<file path="src/rtl/ktt_pkg.sv">
// ktt_pkg: shared types and constants for the keyed track table.
// No dependencies; used by the slot cell and the top level.
`timescale 1ns / 1ps
package ktt_pkg;
    typedef enum logic [3:0] {
        ACT_FIND = 4'd0, ACT_SEEN = 4'd1, ACT_ALT = 4'd2, ACT_AGE = 4'd3,
        ACT_READ = 4'd4, ACT_COUNT = 4'd5, ACT_SSET = 4'd6, ACT_SGET = 4'd7,
        ACT_NEXT = 4'd8, ACT_PREV = 4'd9, ACT_SIDX = 4'd10, ACT_SICAO = 4'd11
    } t_action;

    localparam logic [1:0] ST_OK    = 2'd0;
    localparam logic [1:0] ST_FULL  = 2'd1;
    localparam logic [1:0] ST_NONE  = 2'd2;
    localparam logic [1:0] ST_BAD   = 2'd3;

    // configuration register indexes
    localparam logic CFG_TIMEOUT = 1'b0;
    localparam logic CFG_GATE    = 1'b1;

    localparam logic signed [17:0] ALT_LIMIT = 18'sd32000;
    localparam int TIME_W = 62;
    localparam int KEY_W  = 24;

    // per-cell command broadcast to all slot cells during a walk step or the write step
    typedef struct packed {
        logic                 claim;
        logic                 seen;
        logic                 good;
        logic                 push;
        logic                 age;
        logic [KEY_W-1:0]     key;
        logic [TIME_W-1:0]    now;
        logic signed [15:0]   alt;
        logic [31:0]          timeout;
        logic [31:0]          gate;
    } t_cell_cmd;

    typedef struct packed {
        logic                 active;
        logic [KEY_W-1:0]     key;
        logic                 ann_ev;
        logic                 lost_ev;
    } t_cell_stat;
endpackage

</file>
<file path="src/rtl/ktt_cell.sv">
// ktt_cell: one slot of the track table with its altitude ring.
// Depends on ktt_pkg.
`timescale 1ns / 1ps
module ktt_cell #(
    parameter int HISTORY = 8
) (
    input  logic                i_clk,
    input  logic                i_rst_n,
    input  logic                i_sel,
    input  ktt_pkg::t_cell_cmd  i_cmd,
    input  logic [$clog2(HISTORY > 1 ? HISTORY : 2)-1:0] i_pick,
    output ktt_pkg::t_cell_stat o_stat,
    output logic signed [15:0]  o_alt
);
    import ktt_pkg::*;
    localparam int HW = $clog2(HISTORY > 1 ? HISTORY : 2);

    logic              r_active, r_ann;
    logic [KEY_W-1:0]  r_key;
    logic [7:0]        r_good;
    logic [TIME_W-1:0] r_first, r_last;
    logic [HW-1:0]     r_head;
    logic signed [15:0] r_ring [HISTORY];
    logic signed [TIME_W:0] w_age_f, w_age_l;
    logic              w_ann, w_lost;

    assign w_age_f = $signed({1'b0, i_cmd.now}) - $signed({1'b0, r_first});
    assign w_age_l = $signed({1'b0, i_cmd.now}) - $signed({1'b0, r_last});
    // 62-bit times: difference never overflows as a 63-bit signed value
    assign w_ann  = r_active && !r_ann && (r_good != 8'd0) &&
                    (w_age_f > $signed({31'd0, i_cmd.gate}));
    assign w_lost = r_active && (w_age_l > $signed({31'd0, i_cmd.timeout}));

    always_ff @(posedge i_clk) begin
        if (!i_rst_n) begin
            r_active <= 1'b0;
            r_ann    <= 1'b0;
            r_key    <= '0;
            r_good   <= '0;
            r_first  <= '0;
            r_last   <= '0;
            r_head   <= '0;
            for (int i = 0; i < HISTORY; i++) r_ring[i] <= '0;
        end else if (i_sel) begin
            if (i_cmd.claim) begin
                r_active <= 1'b1;
                r_ann    <= 1'b0;
                r_key    <= i_cmd.key;
                r_good   <= '0;
                r_first  <= i_cmd.now;
                r_last   <= '0;
                r_head   <= '0;
                for (int i = 0; i < HISTORY; i++) r_ring[i] <= -16'sd1;
            end
            if (i_cmd.seen) begin
                r_last <= i_cmd.now;
                if (i_cmd.good && r_good != 8'hFF) r_good <= r_good + 8'd1;
            end
            if (i_cmd.push) begin
                r_ring[r_head] <= i_cmd.alt;
                r_head <= (r_head == HW'(HISTORY - 1)) ? '0 : r_head + 1'b1;
            end
            if (i_cmd.age) begin
                if (w_ann)  r_ann <= 1'b1;
                if (w_lost) r_active <= 1'b0;
            end
        end
    end

    assign o_stat.active  = r_active;
    assign o_stat.key     = r_key;
    assign o_stat.ann_ev  = w_ann;
    assign o_stat.lost_ev = w_lost;
    assign o_alt = r_ring[i_pick];
endmodule

</file>
<file path="config.mk">
export PLATFORM = sky130hd
export DESIGN_NAME = ktt_cell
export DESIGN_NICKNAME = d
export VERILOG_FILES = /design/src/rtl/ktt_pkg.sv /design/src/rtl/ktt_cell.sv
export SDC_FILE = /design/constraint.sdc
export NUM_CORES = 1
export LEC_CHECK = 0
export BUFFER_PORTS_ARGS = -buffer_cell sky130_fd_sc_hd__buf_2
export CORE_MARGIN = 2
export CORE_UTILIZATION = 66
export DETAILED_ROUTE_END_ITERATION = 8
export PLACE_DENSITY = 0.88
export SLEW_MARGIN = 20
export SYNTH_ARGS = -nofsm -noshare
export SYNTH_HDL_FRONTEND = slang
export SYNTH_SLANG_ARGS = --single-unit
</file>
<file path="constraint.sdc">
create_clock -name i_clk -period 11.9 [get_ports i_clk]
set_clock_uncertainty 0.1 [all_clocks]
set_input_delay 1.785 -clock i_clk [delete_from_list [all_inputs] [get_ports i_clk]]
set_output_delay 1.785 -clock i_clk [all_outputs]
set_load 0.01 [all_outputs]
</file>
# == Word level (Yosys, flattened, before mapping) ==
# Memories as Yosys holds them, arrays and structs flattened.
# Index checks and enable logic that the tools add are counted.
# classes
order_cmp,2
eq_ne,2
bitwise_logic,8
addsub,4
mux,31
reduce_logical,12
# ops
cell,count
two-way mux 16 bit,8
> comparator 63 x 33 -> 1 bit,2
subtractor 62 x 62 -> 63 bit,2
two-way mux 62 bit,2
two-way mux 8 bit,3
two-way mux 1 bit,15
two-way mux 3 bit,3
adder 8 x 1 -> 8 bit (second input constant),1
inequality test 8 bit (second input constant),1
bitwise OR 1 bit,8
nonzero test 8 bit,1
AND reduction 2 bit,3
logical AND 1 bit,5
nonzero test 2 bit,2
adder 3 x 1 -> 3 bit (second input constant),1
equality test 3 bit (second input constant),1
zero test 1 bit,1
# totals
input_bits,177
ram_bits,128
ff_bits,161
n_memories,1
wordCells,67
output_inout_bits,43
# memory_table
name,words,width,rd,rd_clocked_by_memory_dff,wr,line_no,rtl
r_ring,8,16,1,0,9,ktt_cell.sv:23,logic signed [15:0] r_ring [HISTORY];

# == Longest topological paths before layout ==
# Gate-level depths: netlist of run 1.
# depth
word_depth,6
mapped_depth,25

# == Worst setup path after synthesis of run 1 ==
# Ideal clock, no wire load.
# synth_timing
kind,input -> output
start,input i_cmd[80] in the netlist's numbering
end,output o_stat[1] in the netlist's numbering
n_path_buf,1
arrival_time_ns,7.468
path_slack_ns,2.547
stages,23
cell_sequence,inv_1 > ha_1 > inv_1 > fa_1 > a21o_1 > a221oi_2 > nor3_1 > nor2_1 > o311ai_0 > xor2_1 > ha_1 > nand4_1 > nor3_1 > nand2_1 > or3_1 > a2111o_1 > or4_1 > or4_1 > or4_1 > or4_1 > nor4b_2 > nor2_1 > buf_4
# synth_between
elab_chain_cells,3
# synth_rtl
item,line_no,rtl
start: declaration,ktt_cell.sv:10,"input ktt_pkg::t_cell_cmd i_cmd,"
subtractor 62 x 62 -> 63 bit,ktt_cell.sv:27,"assign w_age_f = $signed({1'b0, i_cmd.now}) - $signed({1'b0, r_first});"
> comparator 63 x 33 -> 1 bit,ktt_cell.sv:31,"(w_age_f > $signed({31'd0, i_cmd.gate}));"
logical AND 1 bit,ktt_cell.sv:30,assign w_ann = r_active && !r_ann && (r_good != 8'd0) &&
end: declaration,ktt_cell.sv:12,"output ktt_pkg::t_cell_stat o_stat,"
# Every way passes these cells.

==> run_results.csv, run 1 <==
group,metric,value,unit
outcome,status,"finished, final reports clean",
clocking,cts_buffer_depth,3,
grt,grt_pass1_vias,20428,
timing,period_minus_slack,10.48,ns
floorplanning,die_area,35000,µm²
layout,fillerInstances,2461,
routing,vias,21232,
routing,wl,69100,µm
power_and_ir_drop,pwr_density_cell,119,nW/µm²
synth,synth-edff-count,128,
layout,finalNetCount,3119,
clocking,cts-resized-gates,0,
synth,ys_async_sr_fraction,0,%
layout,stdcell_area,24400,µm²
timing,finalSetupViolations,0,
timing,grt_setup_unrepaired,"no",
power_and_ir_drop,clkPwrFrac,32.7,%
floorplanning,die_h,187,µm
critical_path,cpPeakStageDelay,0.56,ns
layout,drive_above_1_share,13.1,%
job,drv_cap,0,
critical_path,cp_max_fo,3,
placement,port_buffers,219,
grt,grt_max_degree,89,
floorplanning,fp.dieW,187,µm
routing,detail_route.wl_per_cell,21.4,µm
critical_path,worstSetupPathType,"input pin to output pin",
clocking,htree_levels,1,
timing,fmax,0.0954,GHz
clocking,post-cts-setup-buffer-count,0,
critical_path,cp_num_buf_inv,4,
clocking,cts_num_sinks,289,
synth,seq_area_frac_synth,32.0,%
timing,fin_crit_sh,88.1,%
grt,antenna_found_initial,6,
routing,initialDrtViolationCount,2553,
synth,syn_avg_cell_area,8.39,µm²
critical_path,cp-end-kind,"output pin",
grt,grt_pass1_wl,109000,µm
timing,hold_viol_final,0,
critical_path,crit_chain,"buf_2, inv_1, ha_1, inv_1, fa_1, a21o_1, a221oi_2, nor3_1, nor2_1, o311ai_0, xor2_1, ha_1, nand4_1, nor3_1, nand2_1, or3_1, a2111o_1, or4_1, or4_1, or4_1, or4_1, nor4b_2, nor2_1, buf_2",
critical_path,cp.required,10.02,ns
power_and_ir_drop,seq_power_share,38.9,%
critical_path,crit_slowest_cell,"or4_1",
synth,synth_area,22100,µm²
power_and_ir_drop,leakage,10.5,nW
layout,multi_input_area,13600,µm²
critical_path,cp_common_cell,"or4_1",
layout,seqCellArea,7070,µm²
synth,ys_warn_count,0,
synth,synth_flop_cell,"dfxtp_1",
power_and_ir_drop,p_sw_share,32.5,%
clocking,insertion_delay,0.61,ns
clocking,cts_root_buffer,"clkbuf_16",
clocking,cts_tree,"yes",
placement,place.gp.congestion,1.00,
timing,slew_headroom,21.0,%
layout,area_growth,10.2,%
grt,overflow,0,
critical_path,crit_family,"simple AND/OR/NAND/NOR gates",
synth,synth-seq-cells,289,
clocking,numCtsBuffers,30,
floorplanning,initial_core_util,66.4,%
power_and_ir_drop,internal-power,0.00195,W
placement,placed_cell_area,23400,µm²
critical_path,r2r_slack,4.82,ns
timing,setup_ws,1.42,ns
clocking,path_clk_slew,0.06,ns
power_and_ir_drop,power_switching,0.000942,W
floorplanning,rows,67,
timing,finalMaxSlewViolations,0,
placement,dp_hpwl,51400,µm
synth,ys_types,73,
hold_path,hold_class,"flip-flop to flip-flop",
placement,place_ws,1.53,ns
critical_path,cp-start-kind,"input pin",
floorplanning,num_io_pins,220,
timing,setup_tns,0,ns
power_and_ir_drop,peakVddDrop,0.127,mV
synth,syn_nets,3007,
routing,ant_nets,0,
floorplanning,core_area,33300,µm²
routing,drc,0,
grt,grtUsageTotal,38.5,%
critical_path,arrival,8.59,ns
routing,via_per_inst,6.59,
routing,drt-pass1-iter-count,6,
clocking,postCtsHoldBufs,0,
timing,tightestPinTransition,1.18,ns
power_and_ir_drop,comb_power_share,28.4,%
synth,netlist_instances,2636,
## metal layers
layer  wire [µm]  part of all wire, %  GRT usage, %
met1       28000                   41          51.1
met2       31800                   46          63.3
met3        6230                  9.0          5.38
met4        3100                  4.5          16.2
met5           0                    0             0
## cell families after synthesis
| group | count (synthesis) | share of synthesized area, % |
|---|---|---|
| muxes | 52 | 4.26 |
| xor gates and xnor gates | 97 | 3.84 |
| and+or+nand+nor | 784 | 16.9 |
| DFF | 289 | 32.0 |
| adders and majority gates | 194 | 11.0 |
| AOI/OAI and AO/OA | 843 | 25.5 |
| buffers and inverters | 377 | 6.51 |
## power groups by stage
| stage | registers, W | logic [W] | clock network (W) |
|---|---|---|---|
| after floorplan | 0.00114 | 0.000561 | 0 |
| after global placement | 0.00114 | 0.000771 | 0 |
| after global routing | 0.00113 | 0.000899 | 0.000986 |
| final | 0.00113 | 0.000822 | 0.000948 |
| after CTS | 0.00112 | 0.000803 | 0.000950 |
| after detailed placement | 0.00114 | 0.000793 | 0 |
## cell usage after synthesis (all sizes together), types with 55 or more instances
| cell | number | share of area, % |
|---|---|---|
| a21boi | 90 | 3.1 |
| xnor2 | 55 | 2.2 |
| a21oi | 179 | 4.1 |
| nand4 | 71 | 2.0 |
| edfxtp | 128 | 17 |
| ha | 192 | 11 |
| dfxtp | 161 | 15 |
| a21o | 180 | 6.1 |
| nor2 | 131 | 2.2 |
| nand2 | 330 | 5.6 |
| o21ai | 140 | 3.2 |
| inv | 216 | 3.7 |
| a22oi | 69 | 2.3 |
| nor2b | 82 | 2.3 |
| clkbuf | 129 | 2.2 |
## layout by cell type, fill, tap and decap left out, types with 126 or more instances in the layout
cell type  Yosys  routed
a21o_1       180     180
a21oi_1      179     179
buf_2          5     217
dfxtp_1      161     161
edfxtp_1     128     128
ha_1         192     192
inv_1        216     216
nand2_1      330     329
nor2_1       131     130
o21ai_0      132     126
## worst min-delay path: cells and delay by family, from the launching register on
family	cells	cell delay, ns
flip-flops	1	0.31
AO/OA/AOI/OAI	1	0.06
AND/OR/NAND/NOR	1	0.04
## registers in the layout, indices dropped and copies added (netlist names)
signal    flops
r_ring      128
r_first      62
r_last       62
r_key        24
r_good        8
r_head        3
r_active      1
r_ann         1
## through the flow
step | total power, W | cells | utilization (%) | hold slack (ns)
after floorplan | 0.00170 | 2636 | - | 0.332
after global placement | 0.00191 | 3163 | 70.1 | 0.349
after detailed placement | 0.00194 | 3164 | 70.2 | 0.356
after CTS | 0.00288 | 3218 | 73.2 | 0.365
after global routing | 0.00301 | 3224 | 73.2 | 0.384
final | 0.00290 | 3224 | 73.2 | 0.363
## worst paths after layout
check / start / endpoint / depth (start not counted)
worst max-delay path: i_cmd[80] / o_stat[1] / 24
worst max register to register: r_first[1] / r_ann / 21
worst min-delay path: r_first[33] / r_first[33] / 2
worst min register to register: r_first[33] / r_first[33] / 2
## area by class of cell
class,count,area share (%)
multi-input cells,1970,56.0
flip-flops and latches,289,29.0
repair buffers,241,5.28
clock buffers,40,3.40
inverters,216,3.33
well taps,448,2.30
clock inverters,14,0.662
diodes,6,0.0616
No activity file was read; power rests on OpenSTA's default activity.
==> run 2: changes to the inputs <==
- CORE_MARGIN: 2 -> default
==> run_results.csv, run 2 (synthesized netlist as in run 1, its figures left out) <==
group,metric,value,unit
outcome,status,"finished, final reports clean",
critical_path,crit_slowest_cell,"or4_1",
layout,fillerInstances,2416,
floorplanning,rows,66,
layout,finalNetCount,3122,
clocking,cts_num_sinks,289,
layout,regMostFlops,"r_ring",
critical_path,r2r-end,"r_ann",
critical_path,cp_common_cell,"or4_1",
timing,finalSetupViolations,0,
timing,fmax,0.0966,GHz
critical_path,worstSetupPathType,"input pin to output pin",
layout,multi_input_area,13700,µm²
floorplanning,num_io_pins,220,
layout,seqCellArea,7070,µm²
timing,tightestPinTransition,1.07,ns
timing,finalMaxSlewViolations,0,
layout,antennaDiodeCount,0,
placement,place.gp.congestion,1.13,
critical_path,cp_max_fo,6,
layout,drive_above_1_share,13.2,%
clocking,numCtsBuffers,34,
timing,fin_crit_sh,87.0,%
critical_path,crit_chain,"buf_2, ha_1, nor2b_1, o2111ai_1, a31oi_1, o21ai_0, o21ai_0, a21boi_0, o21ai_0, xor2_1, ha_1, nand2_1, nor3_1, nand2_1, or3_1, a2111o_1, or4_1, or4_1, or4_1, or4_1, nor4b_2, nor2_1, buf_2",
routing,vias,21261,
timing,period_minus_slack,10.36,ns
critical_path,r2r-start,"r_first[1]",
layout,top_regs,"r_ring: 128 flops, r_first: 62 flops, r_last: 62 flops",
routing,via_per_inst,6.61,
routing,detail_route.wl_per_cell,21.3,µm
routing,drc,0,
power_and_ir_drop,leakage,10.5,nW
floorplanning,die_area,34200,µm²
hold_path,whs_endpoint,"r_key[21]",
critical_path,cp-end-kind,"output pin",
routing,wl,68700,µm
critical_path,arrival,8.47,ns
routing,ant_nets,0,
floorplanning,initial_core_util,67.4,%
floorplanning,die_h,185,µm
critical_path,cpPeakStageDelay,0.57,ns
placement,place_ws,1.69,ns
timing,grt_setup_unrepaired,"no",
layout,stdcell_area,24400,µm²
routing,initialDrtViolationCount,2335,
critical_path,cp.required,10.02,ns
floorplanning,core_area,32800,µm²
layout,mostFrequentLayoutCell,"nand2_1",
layout,layout_common_cells,"nand2_1 (329), buf_2 (217), inv_1 (216)",
clocking,cts_buffer_depth,3,
hold_path,worstHoldStart,"r_key[21]",
clocking,postCtsHoldBufs,0,
placement,dp_hpwl,49900,µm
critical_path,r2r_slack,4.91,ns
grt,grtUsageTotal,39.8,%
power_and_ir_drop,pwr_density_cell,123,nW/µm²
floorplanning,fp.dieW,185,µm
clocking,cts_root_buffer,"clkbuf_16",
clocking,cts_tree,"yes",
grt,antenna_found_initial,0,
power_and_ir_drop,peakVddDrop,0.125,mV
layout,postLayoutCoreUtil,74.5,%
grt,overflow,0,
timing,slew_headroom,28.7,%
placement,port_buffers,219,
clocking,post-cts-setup-buffer-count,0,
placement,placed_cell_area,23300,µm²
critical_path,worst-r2r-cell-count,22,
timing,hold_viol_final,0,
timing,setup_tns,0,ns
critical_path,crit_family,"simple AND/OR/NAND/NOR gates",
clocking,path_clk_slew,0.05,ns
routing,drt-pass1-iter-count,6,
hold_path,hold_class,"flip-flop to flip-flop",
clocking,insertion_delay,0.54,ns
grt,grt_max_degree,124,
layout,largest_register_ffs,128,
hold_path,min_path_cells,2,
critical_path,cp_num_buf_inv,2,
layout,area_growth,10.5,%
timing,setup_ws,1.54,ns
critical_path,cp-start-kind,"input pin",
clocking,cts-resized-gates,0,
grt,grt_pass1_wl,107000,µm
clocking,htree_levels,2,
grt,grt_pass1_vias,20754,
job,drv_cap,0,
-- run 2: worst max path at each step --
stage,startpoint,cells after the start,to
final,i_cmd[81],23,o_stat[1]
after global routing,i_cmd[81],23,o_stat[1]
after CTS,i_cmd[80],24,o_stat[1]
after detailed placement,i_cmd[80],24,o_stat[1]
after global placement,i_cmd[80],24,o_stat[1]
after floorplan,i_cmd[80],23,o_stat[1]
-- run 2: report_power, final --
group | total [W] | switching, W | internal [W]
registers | 0.00112 | 0.0000242 | 0.00110
clock network | 0.00104 | 0.000431 | 0.000613
logic | 0.000835 | 0.000514 | 0.000321
total | 0.00300 | 0.000970 | 0.00203
-- run 2: final cells by class --
class	instances	share of cell area, %
clock buffers	43	3.74
flip-flops and latches	289	28.9
well taps	442	2.26
multi-input cells	1970	55.9
inverters	216	3.32
clock inverters	17	0.758
repair buffers	240	5.15
-- run 2: worst register-to-register path: cells and delay by family, from the launching register on --
kind	cells	cell delay, ns
AO/OA/AOI/OAI	8	2.15
XOR/XNOR	1	0.13
adder cells (fa/ha/maj)	2	0.59
buffers and inverters	1	0.07
flip-flops	1	0.33
AND/OR/NAND/NOR	10	3.48
-- run 2: per-stage QoR --
step,instances,total power (W),hold WS [ns]
after floorplan,2636,0.00170,0.332
after global placement,3157,0.00191,0.342
after detailed placement,3157,0.00194,0.357
after CTS,3217,0.00298,0.365
after global routing,3217,0.00312,0.390
final,3217,0.00300,0.361
-- run 2: routing by layer --
metal | routed length (µm) | GRT usage [%]
met5 | 0 | 0
met4 | 3260 | 20.4
met3 | 7490 | 8.49
met2 | 31500 | 64.2
met1 | 26400 | 50.1
